`src/rtl/sapq_pkg.sv`:
```
// shared types and codes for the sorted array priority queue
package sapq_pkg;

    localparam logic OP_ENQUEUE = 1'b0;
    localparam logic OP_DEQUEUE = 1'b1;

    typedef enum logic [3:0] {
        ST_IDLE,
        ST_CP_RD,
        ST_CP_WR,
        ST_INS_RD,
        ST_INS_CMP,
        ST_WRITE,
        ST_FRONT,
        ST_DONE
    } state_t;

endpackage

```
`src/rtl/sorted_array_priority_queue_unit.sv`:
```
// sorted array priority queue with one memory port pair and a compare sequencer
// a dequeue or a refused item goes straight to its result; an enqueue shifts every larger entry
// up one place, after first compacting the stored run to index 0 when it reaches the memory end
// one item at a time: the next item can be taken in the same cycle its result is presented
// reset: head and count clear at once; entries stay undefined until written
module sorted_array_priority_queue_unit #(
    parameter int DEPTH      = 16,
    parameter int DATA_WIDTH = 16
) (
    input  logic                          clk,
    input  logic                          rst_n,
    input  logic                          req_valid,
    output logic                          req_stall,
    input  logic                          op,
    input  logic [DATA_WIDTH-1:0]         value,
    output logic                          rsp_valid,
    input  logic                          rsp_stall,
    output logic                          accepted,
    output logic [DATA_WIDTH-1:0]         front_value,
    output logic                          empty_res,
    output logic [$clog2(DEPTH+1)-1:0]    count
);
    import sapq_pkg::*;

    localparam int ADDR_W = $clog2(DEPTH);
    localparam int CNT_W  = $clog2(DEPTH + 1);
    localparam int SUM_W  = CNT_W + 1;

    state_t                 state_reg, state_next;
    logic [ADDR_W-1:0]      head_reg, head_next;
    logic [CNT_W-1:0]       cnt_reg, cnt_next;
    logic [CNT_W-1:0]       pos_reg, pos_next;
    logic [CNT_W-1:0]       k_reg, k_next;
    logic [DATA_WIDTH-1:0]  val_reg, val_next;
    logic                   ok_reg, ok_next;

    logic                   rsp_valid_reg, rsp_valid_next;
    logic                   accepted_reg, accepted_next;
    logic [DATA_WIDTH-1:0]  front_reg, front_next;
    logic                   empty_reg, empty_next;
    logic [CNT_W-1:0]       count_reg, count_next;

    logic [DATA_WIDTH-1:0]  mem [DEPTH];
    logic [DATA_WIDTH-1:0]  rdata_reg;
    logic                   mem_we;
    logic [ADDR_W-1:0]      mem_waddr;
    logic [DATA_WIDTH-1:0]  mem_wdata;
    logic [ADDR_W-1:0]      mem_raddr;

    logic [SUM_W-1:0]       head_pos;
    logic [SUM_W-1:0]       head_cnt;
    logic                   req_take;
    logic                   rsp_take;

    assign head_pos = SUM_W'(head_reg) + SUM_W'(pos_reg);
    assign head_cnt = SUM_W'(head_reg) + SUM_W'(cnt_reg);
    assign req_take = req_valid && !req_stall;
    assign rsp_take = rsp_valid_reg && !rsp_stall;

    assign req_stall   = (state_reg != ST_IDLE);
    assign rsp_valid   = rsp_valid_reg;
    assign accepted    = accepted_reg;
    assign front_value = front_reg;
    assign empty_res   = empty_reg;
    assign count       = count_reg;

    always_ff @(posedge clk)
    begin
        if (mem_we)
        begin
            mem[mem_waddr] <= mem_wdata;
        end
        rdata_reg <= mem[mem_raddr];
    end

    always_ff @(posedge clk or negedge rst_n)
    begin
        if (!rst_n)
        begin
            state_reg     <= ST_IDLE;
            head_reg      <= '0;
            cnt_reg       <= '0;
            pos_reg       <= '0;
            k_reg         <= '0;
            val_reg       <= '0;
            ok_reg        <= 1'b0;
            rsp_valid_reg <= 1'b0;
            accepted_reg  <= 1'b0;
            front_reg     <= '0;
            empty_reg     <= 1'b1;
            count_reg     <= '0;
        end
        else
        begin
            state_reg     <= state_next;
            head_reg      <= head_next;
            cnt_reg       <= cnt_next;
            pos_reg       <= pos_next;
            k_reg         <= k_next;
            val_reg       <= val_next;
            ok_reg        <= ok_next;
            rsp_valid_reg <= rsp_valid_next;
            accepted_reg  <= accepted_next;
            front_reg     <= front_next;
            empty_reg     <= empty_next;
            count_reg     <= count_next;
        end
    end

    always_comb
    begin
        state_next     = state_reg;
        head_next      = head_reg;
        cnt_next       = cnt_reg;
        pos_next       = pos_reg;
        k_next         = k_reg;
        val_next       = val_reg;
        ok_next        = ok_reg;
        rsp_valid_next = rsp_take ? 1'b0 : rsp_valid_reg;
        accepted_next  = accepted_reg;
        front_next     = front_reg;
        empty_next     = empty_reg;
        count_next     = count_reg;
        mem_we         = 1'b0;
        mem_waddr      = head_pos[ADDR_W-1:0];
        mem_wdata      = val_reg;
        mem_raddr      = head_reg;

        unique case (state_reg)
            ST_IDLE:
            begin
                if (req_take)
                begin
                    val_next = value;
                    if (op == OP_DEQUEUE)
                    begin
                        if (cnt_reg == '0)
                        begin
                            ok_next = 1'b0;
                        end
                        else
                        begin
                            ok_next  = 1'b1;
                            cnt_next = cnt_reg - 1'b1;
                            if (cnt_reg == CNT_W'(1))
                            begin
                                head_next = '0;
                            end
                            else
                            begin
                                head_next = head_reg + 1'b1;
                            end
                        end
                        state_next = ST_FRONT;
                    end
                    else if (cnt_reg == CNT_W'(DEPTH))
                    begin
                        ok_next    = 1'b0;
                        state_next = ST_FRONT;
                    end
                    else if (cnt_reg == '0)
                    begin
                        ok_next    = 1'b1;
                        head_next  = '0;
                        pos_next   = '0;
                        state_next = ST_WRITE;
                    end
                    else if (head_cnt >= SUM_W'(DEPTH))
                    begin
                        ok_next    = 1'b1;
                        k_next     = '0;
                        state_next = ST_CP_RD;
                    end
                    else
                    begin
                        ok_next    = 1'b1;
                        pos_next   = cnt_reg;
                        state_next = ST_INS_RD;
                    end
                end
            end
            ST_CP_RD:
            begin
                mem_raddr  = ADDR_W'(SUM_W'(head_reg) + SUM_W'(k_reg));
                state_next = ST_CP_WR;
            end
            ST_CP_WR:
            begin
                mem_we    = 1'b1;
                mem_waddr = k_reg[ADDR_W-1:0];
                mem_wdata = rdata_reg;
                k_next    = k_reg + 1'b1;
                if (k_next == cnt_reg)
                begin
                    head_next  = '0;
                    pos_next   = cnt_reg;
                    state_next = ST_INS_RD;
                end
                else
                begin
                    state_next = ST_CP_RD;
                end
            end
            ST_INS_RD:
            begin
                mem_raddr = ADDR_W'(head_pos - 1'b1);
                if (pos_reg == '0)
                begin
                    state_next = ST_WRITE;
                end
                else
                begin
                    state_next = ST_INS_CMP;
                end
            end
            ST_INS_CMP:
            begin
                if (rdata_reg > val_reg)
                begin
                    mem_we     = 1'b1;
                    mem_wdata  = rdata_reg;
                    pos_next   = pos_reg - 1'b1;
                    state_next = ST_INS_RD;
                end
                else
                begin
                    state_next = ST_WRITE;
                end
            end
            ST_WRITE:
            begin
                mem_we     = 1'b1;
                cnt_next   = cnt_reg + 1'b1;
                state_next = ST_FRONT;
            end
            ST_FRONT:
            begin
                state_next = ST_DONE;
            end
            ST_DONE:
            begin
                if (!rsp_valid_reg || rsp_take)
                begin
                    rsp_valid_next = 1'b1;
                    accepted_next  = ok_reg;
                    front_next     = (cnt_reg == '0) ? '0 : rdata_reg;
                    empty_next     = (cnt_reg == '0);
                    count_next     = cnt_reg;
                    state_next     = ST_IDLE;
                end
            end
            default:
            begin
                state_next = ST_IDLE;
            end
        endcase
    end

endmodule

```
`config.mk`:
```
export PLATFORM = sky130hd
export DESIGN_NAME = sorted_array_priority_queue_unit
export DESIGN_NICKNAME = d
export VERILOG_FILES = /design/src/rtl/sapq_pkg.sv /design/src/rtl/sorted_array_priority_queue_unit.sv
export SDC_FILE = /design/constraint.sdc
export NUM_CORES = 1
export LEC_CHECK = 0
export BUFFER_PORTS_ARGS = -buffer_cell sky130_fd_sc_hd__buf_4
export CORE_AREA = 2 2 167 169
export DETAILED_ROUTE_END_ITERATION = 8
export DIE_AREA = 0 0 169 171
export HOLD_SLACK_MARGIN = 0.02
export PLACE_DENSITY = 0.8
export SYNTH_ARGS = -nofsm -noshare
export SYNTH_HDL_FRONTEND = slang
export SYNTH_SLANG_ARGS = --single-unit
```
`constraint.sdc`:
```
create_clock -name clk -period 3.3 [get_ports clk]
set_input_delay 0.33 -clock clk [delete_from_list [all_inputs] [get_ports clk]]
set_output_delay 0.33 -clock clk [all_outputs]
set_load 0.02 [all_outputs]
```
==> results of run 1 <==
[worst register-to-register path, stage by stage (launching register included)]
cell	delay, ns
dfrtp_1	0.42
ha_1	0.23
inv_1	0.07
fa_1	0.46
ha_1	0.32
mux2i_1	0.11
mux2i_4	0.25
clkbuf_16	0.29
buf_12	0.24
mux2i_1	0.27
mux2i_1	0.12
mux2i_1	0.16
mux2i_1	0.09
[per-stage QoR]
stage | hold WS [ns] | std cells | TNS (ns)
6_report | 0.0302 | 1496 | 0
5_1_grt | 0.0300 | 1496 | 0
4_1_cts | 0.0258 | 1491 | 0
3_5_place_dp | 0.479 | 1422 | 0
3_3_place_gp | 0.466 | 1422 | 0
2_1_floorplan | 0.0344 | 1008 | -31.72
[layout make-up]
type / instances / area (um^2)
clock inverter: 17 / 183
clock buffer: 47 / 931
tap: 346 / 433
inverter: 28 / 105
sequential: 335 / 9590
multi-input combinational: 593 / 5070
timing repair buffer: 130 / 1160
fill: 1898 / 9850
[layer usage]
layer	global-route usage	up-vias
li1	-	4041
met1	0.313	4446
met2	0.374	324
met3	0.0402	58
met4	0.0702	0
met5	0	-
[power breakdown]
part,switching (mW),leakage (nW),internal [mW]
clock,1.60,0.532,2.17
sequential,0.622,3.23,6.39
combinational,5.75,3.77,4.33
total,7.98,7.53,12.9
[cells in the final DEF, fill, tap and decap left out, types with 6 or more instances in the layout]
cell and n:
a21o_1 6, a21oi_1 22, a22o_1 19, buf_12 11, buf_4 111, clkbuf_1 11, clkbuf_16 37, clkinv_1 7
dfrtp_1 62, dfxtp_1 16, edfxtp_1 256, ha_1 32, inv_1 27, mux2_2 12, mux2_4 10, mux2i_1 246
nand2_1 55, nand3_1 16, nand4_1 9, nor2_1 19, nor3_1 7, nor3_2 16, o21ai_0 32, xnor2_1 13
xor2_1 8
[worst paths after layout]
path / cells after the start / from / end / slack, ns
setup / recovery: 12 / pos_reg[0] / rdata_reg[2] / 0.14
hold / removal: 3 / value[10] / val_reg[10] / 0.03
setup reg to reg: 12 / pos_reg[0] / rdata_reg[2] / 0.14
hold reg to reg: 2 / count[0] / count[0] / 0.49
max in group asynchronous: 2 / rst_n / k_reg[0] / 2.32
min in group asynchronous: 2 / rst_n / cnt_reg[3] / 0.43
[cells by family (layout without fill, tap and decap cells)]
logic type / count (synthesis) / count (layout) / synth area share
flops: 335 / 335 / 0.642
mux: 269 / 269 / 0.185
simple gates: 159 / 159 / 0.0537
compound gates: 108 / 108 / 0.0497
buf+inv: 80 / 222 / 0.0252
fa+ha+maj: 34 / 34 / 0.0295
xor+xnor: 23 / 23 / 0.0150
[what timing repair did]
action                     CTS  global route
gates resized for setup      0             1
setup endpoints to repair    0             5
setup buffers                0             3
hold buffers                 5             0
hold endpoints to repair    66             0
==> results.md, run 1 <==
* Outcome: finished clean
* Top delay family on crit path: adder cells
* WL final at ~33000 um
* Area leader, netlist: edfxtp_1
* Synth top area cells: edfxtp_1, mux2i_1, dfrtp_1
* Initial antenna violation count at 0
* Core region area at about 27000 um^2
* Worst IR Drop VDD at ~560 uV
* Post-synth EDFFs at approximately 260
* Largest net degree at the start of global routing at 64
* Routed Antenna Nets at 0
* Vias in the first global route at 8609
* Slew HR at 0.316
* Post-synth top area share at 0.515
* Worst slew pin tran at 1.02 ns
* Avg Cell Area, Syn at 14.8 um^2
* Post-synth top cells: edfxtp_1, mux2i_1, dfrtp_1
* Tot Pwr at between 20 and 25 mW
* Final setup fails at 0
* Seq/Total Area, Yosys at 0.642
* Critical path, cell by cell: ha_1 -> inv_1 -> fa_1 -> ha_1 -> mux2i_1 -> mux2i_4 -> clkbuf_16 -> buf_12 -> mux2i_1 -> mux2i_1 -> mux2i_1 -> mux2i_1
* Routed len/inst at around 22 um
* I/O Buffers at 45
* Slew Viols, Final at 0
* CTS tree: yes
* Cell mode on critical path: mux2i_1
* Sinks on Clock Net at roughly 340
* Max cap viols at 0
* Met3 WL at 2370 um
* Skew-Pair Late Insertion Delay at 0.54 ns
* Layout Area Growth over Synthesis at 17.0%
* CTS Buffer Depth at 3
* Yosys cell types at 65
* Critical path type: reg2reg
* Post-Syn Area at between 10000 and 15000 um^2
* # DRC at 0
* Via count at 8869
* Syn Inst Count at ~1000
* Max Clk Rate at 316 MHz
* Leakage at roughly 7.5 nW
* Largest stage delay, worst path at 0.46 ns
* Ys Warns at 0
* Critical path peak fanout at 24
* Total track usage at 0.228
* Post-route minimum period at around 3.2 ns
* Max H-tree Level at 2
* Final HPWL DP at approximately 21000 um
* Met2 Routed Length at 15500 um
* Num ports at 46
* Slowest CP cell: fa_1
* FFs w/ async S/R, synth at 0.188
* Post-Place Worst Slack at approximately 0.073 ns
* Site Rows at about 60
* Global-route wire length before repair at between 40000 and 50000 um
* Drt initial violations at 917
* Diode count at 0
* Reg with most FFs: mem
* Worst EP required at roughly 3.7 ns
* Hold Path Class: in2reg
* DIE AREA at a little under 30000 um^2
* Final Cell Area at between 15000 and 20000 um^2
* Final Cycle Share at 0.958
* Critical path endpoint category: register
* Num CTS Buffers at 35
* Fin util at 0.639
* Synth Register Bits at approximately 340
* Gpl congestion at approximately 0.84
* Fin worst setup slack at 0.138 ns
* Top Layer Used: met4
* Die Height at 171 um
* Starting Density at 0.546
* Root Buffer: clkbuf_16
* Startpoint class of the critical path: register
* Worst EP arrival at between 3 and 4 ns
* M1 WL at 14000 um
* Total grt overflow at 0
* Final Hold Vio Count at 0
* Worst-path clk slew at approximately 0.060 ns
* Power per cell area at around 1200 nW/um^2
* RSZ-0062 raised after global routing: no
* Vias per cell at 5.93
* DRT Pass-1 Iters at 5
* Placed Area at around 16000 um^2
* WP buf/inv at 3
* Nets@finish at 1178
* Count leader, synth: edfxtp_1
* Max reg flops at ~260
* Total nets after synthesis at around 1100
* Layout cell share with drive strength beyond 1 at 0.199
* Die X-Extent at between 150 and 200 um
* Fin Clk Skew at roughly 0.026 ns
* Ys flop type: edfxtp_1
Note: power is estimated with default switching activity, not from simulation.
==> run 2: changes to the inputs <==
--- a/config.mk
+++ b/config.mk
@@ -9,6 +9,7 @@
 export CORE_AREA = 2 2 167 169
 export DETAILED_ROUTE_END_ITERATION = 8
 export DIE_AREA = 0 0 169 171
+export GPL_TIMING_DRIVEN = 0
 export HOLD_SLACK_MARGIN = 0.02
 export PLACE_DENSITY = 0.8
 export SYNTH_ARGS = -nofsm -noshare
==> constraint.sdc (replaced) <==
create_clock -name clk -period 3.3 [get_ports clk]
set_input_delay 0.66 -clock clk [delete_from_list [all_inputs] [get_ports clk]]
set_output_delay 0.66 -clock clk [all_outputs]
set_load 0.02 [all_outputs]
==> results.md, run 2 (same netlist as run 1, synthesis figures left out) <==
* Worst EP required at 3.69 ns
* CTS Buffer Depth at 3
* Reg with most FFs: mem
* Num ports at 46
* M3 GR Usage at 0.0331
* Num CTS Buffers at 35
* Final Hold Vio Count at 0
* M2 GR Usage at 0.360
* # DRC at 0
* Routed Antenna Nets at 0
* Die Height at 171 um
* Slowest CP cell: fa_1
* Critical path type: reg2reg
* Die X-Extent at between 150 and 200 um
* GR Layer Usage met1 at 0.300
* CTS tree: yes
* Slew HR at 0.195
* Layout Area Growth over Synthesis at 17.8%
* Routed len/inst at between 20 and 25 um
* Gpl congestion at roughly 0.86
* Total track usage at 0.218
* Slew Viols, Final at 0
* Fin Setup TNS at 0 ns
* FF/Latch Area at ~9600 um^2
* Nets@finish at roughly 1200
* Area of the multi-input gates at slightly above 5000 um^2
* Startpoint class of the critical path: register
* Final HPWL DP at ~21000 um
* Layout cell share with drive strength beyond 1 at 0.204
* Total grt overflow at 0
* DRT Pass-1 Iters at 7
* Final setup fails at 0
* Skew-Pair Late Insertion Delay at 0.53 ns
* Critical path endpoint category: register
* Max Clk Rate at between 300 and 400 MHz
* Sinks on Clock Net at 335
* Vias per cell at between 5 and 6
* WL final at ~32000 um
* Worst-path clk slew at around 0.06 ns
* Drt initial violations at around 890
* Max cap viols at 0
* Max reg flops at between 200 and 300
* Largest stage delay, worst path at 0.46 ns
* Core region area at 27300 um^2
* Root Buffer: clkbuf_16
* Site Rows at 61
* I/O Buffers at 44
* Commonest non-fill, non-tap cell in the layout: edfxtp_1
* Critical path peak fanout at 10
* Max H-tree Level at 2
* Global-route wire length before repair at between 40000 and 50000 um
* Vias in the first global route at around 8700
* Largest net degree at the start of global routing at between 60 and 70
* Worst slew pin tran at between 1 and 1.5 ns
* Fill count at 1891
* Final Cycle Share at 0.988
* Starting Density at 0.546
* Hold Path Class: in2async
* Initial antenna violation count at 0
* Via count at 8849
* DIE AREA at around 29000 um^2
* Most frequent cells in the layout: edfxtp_1, mux2i_1, buf_4
* Outcome: finished clean
* GRT Max-Usage Layer: met2
* Diode count at 0
* Fin Clk Skew at about 0.029 ns
* Post-route minimum period at around 3.3 ns
* Worst EP arrival at around 3.7 ns
* RSZ-0062 raised after global routing: yes
* Critical path, cell by cell: ha_1 -> inv_1 -> fa_1 -> ha_1 -> mux2i_1 -> mux2i_2 -> buf_4 -> clkbuf_8 -> buf_4 -> mux2i_1 -> mux2i_1 -> mux2i_2 -> mux2i_1
* Cell mode on critical path: mux2i_1
* Hold_buf cts at 0
-- run 2: cell type report --
cell class | instances | share of cell area
buffer | 52 | 0.0219
tap | 346 | 0.0246
timing repair buffer | 94 | 0.0431
inverter | 28 | 0.00598
clock inverter | 20 | 0.0149
multi-input combinational | 593 | 0.293
sequential | 335 | 0.545
clock buffer | 39 | 0.0507
-- run 2: worst paths after layout --
kind	from	cells past startpoint	slack [ns]	to
min in group clk	value[0]	3	0.33	val_reg[0]
setup reg to reg	head_reg[0]	13	0.04	rdata_reg[9]
setup / recovery	head_reg[0]	13	0.04	rdata_reg[9]
hold / removal	rst_n	1	0.23	cnt_reg[4]
max in group asynchronous	rst_n	1	2.51	pos_reg[0]
hold reg to reg	count[1]	2	0.48	count[1]
-- run 2: worst max-delay path, delay by kind of cell, from the launching register on --
kind	cells	cell delay [ns]
muxes	6	1.05
adders and majority gates	3	1.00
buffers and inverters	4	0.62
DFF	1	0.44
-- run 2: per-stage QoR --
| stage | worst slack [ns] | hold slack, ns | util | cell area [um^2] | cells |
|---|---|---|---|---|---|
| 4_1_cts | 0.00585 | 0.248 | 0.634 | 17300 | 1485 |
| 6_report | 0.0396 | 0.225 | 0.644 | 17600 | 1507 |
| 2_1_floorplan | -0.186 | 0.364 | - | 14900 | 1008 |
| 5_1_grt | -0.0844 | 0.290 | 0.644 | 17600 | 1507 |
| 3_3_place_gp | -1.79 | 0.467 | 0.574 | 15700 | 1398 |
| 3_5_place_dp | -0.621 | 0.476 | 0.583 | 15900 | 1414 |
-- run 2: metal layers --
metal / vias to the layer above / wire length (um)
met5: - / 0
met4: 0 / 873
met3: 63 / 1940
met2: 323 / 15000
met1: 4393 / 13800
li1: 4070 / -
-- run 2: what timing repair did --
| action | CTS | global route |
|---|---|---|
| setup endpoints to repair | 247 | 117 |
| cloned | 1 | 0 |
| gates resized for setup | 34 | 27 |
| buffers inserted | 11 | 22 |
| pin swaps | 9 | 7 |
Power of run 2 is left out: the tool's default activity adds up to more than one toggle a clock period on the data nets, which glitch-free logic cannot reach.
